**config.mk**
```make
export PLATFORM = sky130hd
export DESIGN_NAME = length_framed_xor_checked_deframer_unit
export DESIGN_NICKNAME = d
export VERILOG_FILES = /design/src/rtl/ldfx_pkg.sv /design/src/rtl/ldfx_front.sv /design/src/rtl/ldfx_queue.sv /design/src/rtl/ldfx_back.sv /design/src/rtl/length_framed_xor_checked_deframer_unit.sv
export SDC_FILE = /design/constraint.sdc
export NUM_CORES = 1
export LEC_CHECK = 0
export BUFFER_PORTS_ARGS = -buffer_cell sky130_fd_sc_hd__buf_4
export CAP_MARGIN = 20
export CORE_UTILIZATION = 30
export DETAILED_ROUTE_END_ITERATION = 8
export PLACE_DENSITY = 0.55
export REMOVE_ABC_BUFFERS = 1
export SYNTH_ARGS = -nofsm -noshare
export SYNTH_HDL_FRONTEND = slang
export SYNTH_SLANG_ARGS = --single-unit
```
**constraint.sdc**
```tcl
create_clock -name clk_i -period 8.35 [get_ports clk_i]
set_input_delay 0 -clock clk_i [delete_from_list [all_inputs] [get_ports clk_i]]
set_output_delay 0 -clock clk_i [all_outputs]
set_load 0.02 [all_outputs]
```
**src/rtl/ldfx_pkg.sv**
```systemverilog
// ----------------------------------------------------------------------------
// ldfx_pkg: shared types and constants of the length framed deframer
// Parser phases, queue operation codes, status codes and register indexes.
// ----------------------------------------------------------------------------
package ldfx_pkg;

  // Payload bytes that feed decoded fields (bytes 0 to 23)
  localparam int unsigned FIELD_BYTES = 24;
  localparam int unsigned IDX_W       = $clog2(FIELD_BYTES);

  // Configuration register indexes
  localparam logic [1:0] REG_START_MARKER = 2'd0;
  localparam logic [1:0] REG_END_MARKER   = 2'd1;
  localparam logic [1:0] REG_MAX_LENGTH   = 2'd2;

  // Configuration reset values
  localparam logic [7:0] START_MARKER_RST = 8'h02;
  localparam logic [7:0] END_MARKER_RST   = 8'h03;
  localparam logic [5:0] MAX_LENGTH_RST   = 6'd32;

  // Result status codes
  localparam logic [1:0] ST_BUSY = 2'd0;
  localparam logic [1:0] ST_OK   = 2'd1;
  localparam logic [1:0] ST_FAIL = 2'd2;

  // Parser phase
  typedef enum logic [2:0] {
    PH_HUNT,
    PH_LEN,
    PH_DATA,
    PH_CHECK,
    PH_END
  } phase_e;

  // Operation handed from front to back, one per beat
  typedef enum logic [1:0] {
    OP_BUSY,   // status busy, store untouched
    OP_STORE,  // status busy, write one payload byte
    OP_FAIL,   // status fail, flush store
    OP_OK      // status ok with decoded fields, flush store
  } op_e;

  typedef struct packed {
    op_e              kind;
    logic [IDX_W-1:0] idx;
    logic [7:0]       data;
  } op_t;

endpackage

```
**src/rtl/ldfx_front.sv**
```systemverilog
// ----------------------------------------------------------------------------
// ldfx_front: frame parser
// Takes received bytes, tracks the frame phase, length, count and running
// XOR, and turns each beat into one operation for the back end.
// ----------------------------------------------------------------------------
module ldfx_front import ldfx_pkg::*; #(
  parameter int unsigned BUFFER_BYTES = 32
) (
  input  logic       clk_i,
  input  logic       rst_ni,
  // configuration writes
  input  logic       cfg_valid_i,
  output logic       cfg_ready_o,
  input  logic [1:0] cfg_index_i,
  input  logic [7:0] cfg_data_i,
  // received bytes
  input  logic       in_valid_i,
  output logic       in_ready_o,
  input  logic [7:0] rx_byte_i,
  // operations toward the queue
  output logic       op_valid_o,
  input  logic       op_ready_i,
  output op_t        op_o
);

  localparam logic [7:0] BufLimit = 8'(BUFFER_BYTES);

  logic [7:0] start_marker_q, end_marker_q;
  logic [5:0] max_length_q;

  phase_e     phase_q, phase_d;
  logic [5:0] len_q, len_d;
  logic [5:0] count_q, count_d;
  logic [7:0] xor_q, xor_d;

  logic       push;
  logic [7:0] limit;
  logic [6:0] count_inc;

  assign cfg_ready_o = 1'b1;
  assign in_ready_o  = op_ready_i;
  assign op_valid_o  = in_valid_i;
  assign push        = in_valid_i & op_ready_i;

  // effective length limit: smaller of register and buffer size
  assign limit     = (BufLimit < {2'b00, max_length_q}) ? BufLimit : {2'b00, max_length_q};
  assign count_inc = {1'b0, count_q} + 7'd1;

  // configuration registers
  always_ff @(posedge clk_i or negedge rst_ni) begin
    if (!rst_ni) begin
      start_marker_q <= START_MARKER_RST;
      end_marker_q   <= END_MARKER_RST;
      max_length_q   <= MAX_LENGTH_RST;
    end else if (cfg_valid_i) begin
      unique case (cfg_index_i)
        REG_START_MARKER: start_marker_q <= cfg_data_i;
        REG_END_MARKER:   end_marker_q   <= cfg_data_i;
        REG_MAX_LENGTH:   max_length_q   <= cfg_data_i[5:0];
        default: ;
      endcase
    end
  end

  // next state of the parser
  always_comb begin
    phase_d = phase_q;
    len_d   = len_q;
    count_d = count_q;
    xor_d   = xor_q;
    unique case (phase_q)
      PH_HUNT: begin
        if (rx_byte_i == start_marker_q) phase_d = PH_LEN;
      end
      PH_LEN: begin
        if (rx_byte_i > limit) begin
          phase_d = PH_HUNT;
          len_d   = '0;
        end else begin
          len_d   = rx_byte_i[5:0];
          phase_d = (rx_byte_i == 8'd0) ? PH_CHECK : PH_DATA;
        end
        count_d = '0;
        xor_d   = '0;
      end
      PH_DATA: begin
        xor_d   = xor_q ^ rx_byte_i;
        count_d = count_inc[5:0];
        if (count_inc >= {1'b0, len_q}) phase_d = PH_CHECK;
      end
      PH_CHECK: begin
        if (rx_byte_i == xor_q) begin
          phase_d = PH_END;
        end else begin
          phase_d = PH_HUNT;
          len_d   = '0;
          count_d = '0;
          xor_d   = '0;
        end
      end
      PH_END: begin
        phase_d = PH_HUNT;
        len_d   = '0;
        count_d = '0;
        xor_d   = '0;
      end
      default: begin
        phase_d = PH_HUNT;
        len_d   = '0;
        count_d = '0;
        xor_d   = '0;
      end
    endcase
  end

  // operation issued for this beat
  always_comb begin
    op_o.kind = OP_BUSY;
    op_o.idx  = '0;
    op_o.data = '0;
    unique case (phase_q)
      PH_HUNT: op_o.kind = OP_BUSY;
      PH_LEN: begin
        if (rx_byte_i > limit) op_o.kind = OP_FAIL;
      end
      PH_DATA: begin
        // bytes past the decoded fields are never read back
        if (count_q < 6'(FIELD_BYTES)) begin
          op_o.kind = OP_STORE;
          op_o.idx  = count_q[IDX_W-1:0];
          op_o.data = rx_byte_i;
        end
      end
      PH_CHECK: begin
        if (rx_byte_i != xor_q) op_o.kind = OP_FAIL;
      end
      PH_END: op_o.kind = (rx_byte_i == end_marker_q) ? OP_OK : OP_FAIL;
      default: op_o.kind = OP_BUSY;
    endcase
  end

  always_ff @(posedge clk_i or negedge rst_ni) begin
    if (!rst_ni) begin
      phase_q <= PH_HUNT;
      len_q   <= '0;
      count_q <= '0;
      xor_q   <= '0;
    end else if (push) begin
      phase_q <= phase_d;
      len_q   <= len_d;
      count_q <= count_d;
      xor_q   <= xor_d;
    end
  end

endmodule

```
**src/rtl/ldfx_queue.sv**
```systemverilog
// ----------------------------------------------------------------------------
// ldfx_queue: two-entry operation queue
// Decouples the parser from the result stage so each side stalls on its own.
// ----------------------------------------------------------------------------
module ldfx_queue import ldfx_pkg::*; (
  input  logic clk_i,
  input  logic rst_ni,
  input  logic push_valid_i,
  output logic push_ready_o,
  input  op_t  push_op_i,
  output logic pop_valid_o,
  input  logic pop_ready_i,
  output op_t  pop_op_o
);

  op_t        entry_q [2];
  logic       wr_ptr_q, rd_ptr_q;
  logic [1:0] fill_q, fill_d;
  logic       push, pop;

  assign push_ready_o = (fill_q != 2'd2);
  assign pop_valid_o  = (fill_q != 2'd0);
  assign pop_op_o     = entry_q[rd_ptr_q];
  assign push         = push_valid_i & push_ready_o;
  assign pop          = pop_valid_o & pop_ready_i;

  // fill level
  always_comb begin
    fill_d = fill_q;
    priority case (1'b1)
      push & ~pop: fill_d = fill_q + 2'd1;
      pop & ~push: fill_d = fill_q - 2'd1;
      default:     fill_d = fill_q;
    endcase
  end

  always_ff @(posedge clk_i or negedge rst_ni) begin
    if (!rst_ni) begin
      wr_ptr_q <= 1'b0;
      rd_ptr_q <= 1'b0;
      fill_q   <= '0;
    end else begin
      fill_q <= fill_d;
      if (push) wr_ptr_q <= ~wr_ptr_q;
      if (pop)  rd_ptr_q <= ~rd_ptr_q;
    end
  end

  // entry storage
  always_ff @(posedge clk_i) begin
    if (push) entry_q[wr_ptr_q] <= push_op_i;
  end

endmodule

```
**src/rtl/ldfx_back.sv**
```systemverilog
// ----------------------------------------------------------------------------
// ldfx_back: payload store and result stage
// Executes queued operations: writes payload bytes, flushes the store and
// registers one result beat per operation with the decoded fields.
// ----------------------------------------------------------------------------
module ldfx_back import ldfx_pkg::*; (
  input  logic        clk_i,
  input  logic        rst_ni,
  input  logic        op_valid_i,
  output logic        op_ready_o,
  input  op_t         op_i,
  output logic        out_valid_o,
  input  logic        out_ready_i,
  output logic [1:0]  status_o,
  output logic [31:0] effect_id_o,
  output logic [31:0] duration_o,
  output logic [7:0]  color_first_o,
  output logic [7:0]  color_second_o,
  output logic [7:0]  color_third_o,
  output logic [31:0] frequency_o,
  output logic [31:0] random_seed_o,
  output logic [31:0] flag_bits_o
);

  logic [7:0]  store_q [FIELD_BYTES];
  logic        out_valid_q;
  logic [1:0]  status_q;
  logic [31:0] effect_id_q, duration_q, frequency_q, random_seed_q, flag_bits_q;
  logic [7:0]  color_first_q, color_second_q, color_third_q;
  logic        take;
  logic        ok_op;

  assign op_ready_o = ~out_valid_q | out_ready_i;
  assign take       = op_valid_i & op_ready_o;
  assign ok_op      = (op_i.kind == OP_OK);

  // payload store: write on store ops, flush at frame end or failure
  always_ff @(posedge clk_i or negedge rst_ni) begin
    if (!rst_ni) begin
      for (int i = 0; i < int'(FIELD_BYTES); i++) store_q[i] <= '0;
    end else if (take) begin
      unique case (op_i.kind)
        OP_STORE: store_q[op_i.idx] <= op_i.data;
        OP_FAIL, OP_OK: begin
          for (int i = 0; i < int'(FIELD_BYTES); i++) store_q[i] <= '0;
        end
        default: ;
      endcase
    end
  end

  // output valid
  always_ff @(posedge clk_i or negedge rst_ni) begin
    if (!rst_ni) begin
      out_valid_q <= 1'b0;
    end else if (op_ready_o) begin
      out_valid_q <= op_valid_i;
    end
  end

  // result beat: fields decoded little-endian on success, zero otherwise
  always_ff @(posedge clk_i) begin
    if (take) begin
      effect_id_q    <= ok_op ? {store_q[3], store_q[2], store_q[1], store_q[0]} : '0;
      duration_q     <= ok_op ? {store_q[7], store_q[6], store_q[5], store_q[4]} : '0;
      color_first_q  <= ok_op ? store_q[8] : '0;
      color_second_q <= ok_op ? store_q[9] : '0;
      color_third_q  <= ok_op ? store_q[10] : '0;
      frequency_q    <= ok_op ? {store_q[15], store_q[14], store_q[13], store_q[12]} : '0;
      random_seed_q  <= ok_op ? {store_q[19], store_q[18], store_q[17], store_q[16]} : '0;
      flag_bits_q    <= ok_op ? {store_q[23], store_q[22], store_q[21], store_q[20]} : '0;
      unique case (op_i.kind)
        OP_OK:             status_q <= ST_OK;
        OP_FAIL:           status_q <= ST_FAIL;
        OP_BUSY, OP_STORE: status_q <= ST_BUSY;
        default:           status_q <= ST_BUSY;
      endcase
    end
  end

  assign out_valid_o    = out_valid_q;
  assign status_o       = status_q;
  assign effect_id_o    = effect_id_q;
  assign duration_o     = duration_q;
  assign color_first_o  = color_first_q;
  assign color_second_o = color_second_q;
  assign color_third_o  = color_third_q;
  assign frequency_o    = frequency_q;
  assign random_seed_o  = random_seed_q;
  assign flag_bits_o    = flag_bits_q;

endmodule

```
**src/rtl/length_framed_xor_checked_deframer_unit.sv**
```systemverilog
// ----------------------------------------------------------------------------
// length_framed_xor_checked_deframer_unit: start/length/payload/XOR/end deframer
// Every received byte beat produces exactly one result beat carrying a status
// (busy, ok, fail); on ok the decoded payload fields come along.
// ----------------------------------------------------------------------------
// Throughput is one byte per cycle while results drain: the parser updates its
// phase, count and running XOR per accepted byte, issues one operation into a
// two-entry queue, and the result stage retires one operation per cycle into
// its output register while that is free or being read. Each operation is
// registered in the queue, then its result in the output register. The payload
// store is flushed when the result stage takes the end or failure operation of
// a frame, so no clearing pass follows reset. Only payload bytes 0 to 23 are
// kept since nothing past them is ever decoded; BUFFER_BYTES still caps the
// accepted length. Configuration writes are always taken and apply at once.
module length_framed_xor_checked_deframer_unit import ldfx_pkg::*; #(
  parameter int unsigned BUFFER_BYTES = 32
) (
  input  logic        clk_i,
  input  logic        rst_ni,
  // configuration
  input  logic        cfg_valid_i,
  output logic        cfg_ready_o,
  input  logic [1:0]  cfg_index_i,
  input  logic [7:0]  cfg_data_i,
  // input bytes
  input  logic        in_valid_i,
  output logic        in_ready_o,
  input  logic [7:0]  rx_byte_i,
  // results
  output logic        out_valid_o,
  input  logic        out_ready_i,
  output logic [1:0]  status_o,
  output logic [31:0] effect_id_o,
  output logic [31:0] duration_o,
  output logic [7:0]  color_first_o,
  output logic [7:0]  color_second_o,
  output logic [7:0]  color_third_o,
  output logic [31:0] frequency_o,
  output logic [31:0] random_seed_o,
  output logic [31:0] flag_bits_o
);

  logic fq_valid, fq_ready;
  op_t  fq_op;
  logic qb_valid, qb_ready;
  op_t  qb_op;

  // parser
  ldfx_front #(
    .BUFFER_BYTES(BUFFER_BYTES)
  ) u_front (
    .clk_i       (clk_i),
    .rst_ni      (rst_ni),
    .cfg_valid_i (cfg_valid_i),
    .cfg_ready_o (cfg_ready_o),
    .cfg_index_i (cfg_index_i),
    .cfg_data_i  (cfg_data_i),
    .in_valid_i  (in_valid_i),
    .in_ready_o  (in_ready_o),
    .rx_byte_i   (rx_byte_i),
    .op_valid_o  (fq_valid),
    .op_ready_i  (fq_ready),
    .op_o        (fq_op)
  );

  // operation queue
  ldfx_queue u_queue (
    .clk_i        (clk_i),
    .rst_ni       (rst_ni),
    .push_valid_i (fq_valid),
    .push_ready_o (fq_ready),
    .push_op_i    (fq_op),
    .pop_valid_o  (qb_valid),
    .pop_ready_i  (qb_ready),
    .pop_op_o     (qb_op)
  );

  // store and result stage
  ldfx_back u_back (
    .clk_i          (clk_i),
    .rst_ni         (rst_ni),
    .op_valid_i     (qb_valid),
    .op_ready_o     (qb_ready),
    .op_i           (qb_op),
    .out_valid_o    (out_valid_o),
    .out_ready_i    (out_ready_i),
    .status_o       (status_o),
    .effect_id_o    (effect_id_o),
    .duration_o     (duration_o),
    .color_first_o  (color_first_o),
    .color_second_o (color_second_o),
    .color_third_o  (color_third_o),
    .frequency_o    (frequency_o),
    .random_seed_o  (random_seed_o),
    .flag_bits_o    (flag_bits_o)
  );

endmodule

```
==> load_flow_metrics.sql <==
INSERT INTO impl_metrics (metric_group, metric, value, unit) VALUES
('outcome', 'run_status', 'finished clean', ''),
('cells_and_area', 'num-fill-cells', '5723', ''),
('timing', 'clock_tree_skew_after_final_layout', '28.72', 'ps'),
('grt', 'first_pass_grt_wire_length', '70.90', 'mm'),
('timing', 'drv_slew', '0', ''),
('timing', 'rsz0062_at_grt', 'no', ''),
('worst_setup_path', 'critical-path-top-cell-by-count', 'buf_4', ''),
('cells_and_area', 'synthToLayoutAreaGrowth', '23.43', '%'),
('floorplanning', 'std_cell_rows', '90', ''),
('floorplanning', 'fp.dieH', '248.6', 'um'),
('worst_setup_path', 'cp_capture_type', 'register', ''),
('yosys', 'synth_enable_flop_cells', '216', ''),
('routing', 'post_drt_wl_per_cell', '20.05', 'um'),
('timing', 'fmaxAchievable', '362.3', 'MHz'),
('clock_tree', 'cts-root-buf', 'clkbuf_16', ''),
('routing', 'vias_per_cell', '4.793', ''),
('pwr', 'power', '7.590', 'mW'),
('clock_tree', 'clk_transition_reported_paths', '60', 'ps'),
('routing', 'via_count', '11020', ''),
('placement', 'post-dp-hpwl', '28.97', 'mm'),
('pwr', 'ir_drop', '0.1560', 'mV'),
('worst_setup_path', 'cp_max_fanout', '74', ''),
('routing', 'detailedRoute.firstIterationViolations', '820', ''),
('floorplanning', 'start_util', '30.27', '%'),
('clock_tree', 'cts_num_sinks', '450', ''),
('worst_setup_path', 'worst_r2r_startpoint', 'u_back.out_valid_o$_DFFE_PN0N_', ''),
('worst_setup_path', 'worst_r2r_endpoint', 'u_back.random_seed_o[14]$_SDFFCE_PP0P_', ''),
('worst_setup_path', 'worst_path_largest_cell_delay', '870', 'ps'),
('yosys', 'synth_top_flop_cell', 'dfrtp_1', ''),
('worst_setup_path', 'worst-path-buf-inv', '2', ''),
('worst_setup_path', 'rr_worst_depth', '4', ''),
('pwr', 'leakagePower', '9.329', 'nW'),
('floorplanning', 'die_area', '61790', 'um2'),
('worst_setup_path', 'required', '8550', 'ps'),
('worst_hold_path', 'worst_hold_path_type', 'in2reg', ''),
('floorplanning', 'die_w', '248.6', 'um'),
('placement', 'place_congestion', '0.7693', ''),
('worst_setup_path', 'crit_slowest_cell', 'buf_4', ''),
('floorplanning', 'io_pins', '212', ''),
('timing', 'tightestPinTransition', '995.4', 'ps'),
('routing', 'antenna_left', '0', ''),
('grt', 'grt.overflow.total', '0', ''),
('timing', 'timing.slew.headroom', '33.64', '%'),
('clock_tree', 'htree_num_levels', '2', ''),
('routing', 'dr.pass1.iters', '6', ''),
('yosys', 'post_synth_num_cell_types', '64', ''),
('yosys', 'ys_seq_elements', '450', ''),
('routing', 'wl', '46.08', 'mm'),
('placement', 'place.port_buffers', '210', ''),
('timing', 'period_share', '33.05', '%'),
('worst_hold_path', 'worstHoldEndpoint', 'u_front.start_marker_q[7]$_DFFE_PN0P_', ''),
('clock_tree', 'tritoncts.num_buffers', '50', ''),
('clock_tree', 'cts.path.max_buffers', '3', ''),
('routing', 'remaining_drc_errors', '0', ''),
('clock_tree', 'clock_tree_from_tritoncts', 'built', ''),
('timing', 'report.final.hold_viol_count', '0', ''),
('timing', 'finalWorstPathRequiredPeriod', '2760', 'ps'),
('worst_setup_path', 'cell_chain_of_the_critical_path', 'nor2b_1 -> nor2_4 -> buf_4 -> buf_4', ''),
('worst_setup_path', 'crit_family', 'buffers and inverters', ''),
('floorplanning', 'coreArea', '60250', 'um2'),
('yosys', 'synth.top_cells.by_area', 'edfxtp_1 (36%), dfrtp_1 (32%), and2_1 (6.9%), a22o_1 (5.0%), o2bb2ai_1 (3.5%)', ''),
('yosys', 'synthArstFlopShare', '52.00', '%'),
('cells_and_area', 'footprint_of_the_flip_flops_and_latches', '12350', 'um2'),
('cells_and_area', 'design.final.nets', '1512', ''),
('cells_and_area', 'final_layout_size_suffix_gt1_share', '27.11', '%'),
('pwr', 'powerDensity', '337.2', 'nW/um2'),
('grt', 'grt_pass1_vias', '11360', ''),
('run', 'timing.max_cap.violations', '0', ''),
('worst_hold_path', 'holdPathStages', '3', ''),
('worst_setup_path', 'cp_data_arrival_time', '2960', 'ps'),
('yosys', 'yosys.area.top_type_share', '35.56', '%');
==> worst max-delay path by stage <==
stage / slack, ps / depth (start not counted) / end / startpoint
after global placement: 5070 / 5 / u_back.duration_o[23]$_SDFFCE_PP0P_ / u_queue.rd_ptr_q$_DFFE_PN0P_
after global routing: 5390 / 4 / u_back.random_seed_o[14]$_SDFFCE_PP0P_ / u_back.out_valid_o$_DFFE_PN0N_
after CTS: 4970 / 5 / u_back.duration_o[16]$_SDFFCE_PP0P_ / u_queue.rd_ptr_q$_DFFE_PN0P_
after floorplan: -1700 / 4 / u_back.store_q[135]$_DFFE_PN0P_ / u_back.out_valid_o$_DFFE_PN0N_
final: 5590 / 4 / u_back.random_seed_o[14]$_SDFFCE_PP0P_ / u_back.out_valid_o$_DFFE_PN0N_
after detailed placement: 4970 / 5 / u_back.random_seed_o[20]$_SDFFCE_PP0P_ / u_queue.rd_ptr_q$_DFFE_PN0P_
==> worst min-delay path: cells and delay by family <==
family / cells / cell delay, ps
muxes: 1 / 240
buffers and inverters: 1 / 120
and+or+nand+nor: 1 / 220
==> cell usage after synthesis, drive strengths merged, types with 10 or more instances <==
master     n
edfxtp   216
and3      10
xnor2     22
dfrtp    230
o2bb2ai   72
nand2     48
o21ai     37
a22o     104
and2     200
inv       11
o221ai    10
ha        14
nand2b    16
clkbuf    31
buf       29
nor2      33
mux2      34
o31ai     16
nor3      13
==> flip-flops by register name, summed over array words and instances, names as in the netlist <==
| name | cells |
|---|---|
| u_back.status_o | 2 |
| u_front.max_length_q | 6 |
| u_front.start_marker_q | 8 |
| u_back.flag_bits_o | 32 |
| u_back.frequency_o | 32 |
| u_back.random_seed_o | 32 |
| u_queue.fill_q | 2 |
| u_back.out_valid_o | 1 |
| u_queue.wr_ptr_q | 1 |
| u_back.store_q | 184 |
| u_front.xor_q | 8 |
| u_back.duration_o | 32 |
| u_back.color_third_o | 8 |
| u_front.count_q | 6 |
| u_queue.entry_q | 30 |
| u_queue.rd_ptr_q | 1 |
| u_back.color_first_o | 8 |
| u_back.effect_id_o | 32 |
| u_front.end_marker_q | 8 |
| u_back.color_second_o | 8 |
| u_front.len_q | 6 |
| u_front.phase_q | 3 |
==> stage by stage <==
step / setup slack [ps] / hold slack [ps] / instances / area [um2] / util, %
2_1_floorplan: -1699 / -295.6 / 1177 / 17930 / -
3_3_place_gp: 5072 / 82.58 / 2180 / 20600 / 34.20
3_5_place_dp: 4971 / 86.08 / 2180 / 20600 / 34.20
4_1_cts: 4970 / 0.07266 / 2296 / 22460 / 37.29
5_1_grt: 5386 / 9.171 / 2298 / 22510 / 37.37
6_report: 5590 / 39.05 / 2298 / 22510 / 37.37
==> layout make-up <==
cell class	count	share of cell area (%)
well taps	782	4.346
clock buffers	69	6.247
flip-flops and latches	450	54.85
inverters	11	0.1834
multi-input cells	716	24.75
clock inverters	24	0.9893
repair buffers	246	8.637
==> kinds of logic (layout without fill, tap and decap cells) <==
family	after synthesis	after routing	share of synthesized area (%)
adder cells (fa/ha/maj)	14	14	0.9604
multiplexers	38	38	2.387
other	1	1	0.02056
buffers and inverters	71	350	1.928
XOR/XNOR	30	30	1.441
AND/OR/NAND/NOR	362	362	12.40
AO/OA/AOI/OAI	271	271	13.16
flip-flops	450	450	67.70
==> where the power goes <==
part | leakage (nW) | switching, mW | internal [mW]
logic | 3.17 | 1.51 | 0.732
registers | 5.36 | 0.244 | 2.92
clock network | 0.801 | 0.904 | 1.28
total | 9.33 | 2.66 | 4.93
==> cell usage in the layout, fill, tap and decap left out, drive strengths merged, types with 4 or more instances in the layout <==
| cell | count |
|---|---|
| a22o | 104 |
| a21oi | 9 |
| mux2i | 4 |
| nor3 | 13 |
| clkinv | 16 |
| a211oi | 5 |
| buf | 223 |
| and2 | 200 |
| o21ai | 37 |
| dfstp | 4 |
| inv | 15 |
| clkbuf | 69 |
| xnor2 | 22 |
| xor2 | 8 |
| nand3 | 8 |
| and3 | 10 |
| dfrtp | 230 |
| nand2 | 48 |
| nor3b | 9 |
| o31ai | 16 |
| and3b | 5 |
| nand4 | 8 |
| a31o | 6 |
| nand2b | 16 |
| nor2 | 33 |
| o221ai | 10 |
| edfxtp | 216 |
| dlygate4sd3 | 23 |
| ha | 14 |
| o2bb2ai | 72 |
| mux2 | 34 |
==> repair_timing <==
| action | 4_1_cts | 5_1_grt |
|---|---|---|
| setup buffers | 0 | 0 |
| hold buffers | 23 | 0 |
| resized for setup | 0 | 0 |
| endpoints found under the hold margin | 153 | 0 |
==> per-layer routing <==
metal / up-vias / share of wire, % / global-route usage [%]
li1: 5078 / - / -
met1: 5638 / 45 / 20.29
met2: 223 / 48 / 24.10
met3: 76 / 3.7 / 2.690
met4: 0 / 2.7 / 5.146
met5: - / 0 / 0
Power figures use the tool's default switching activity.
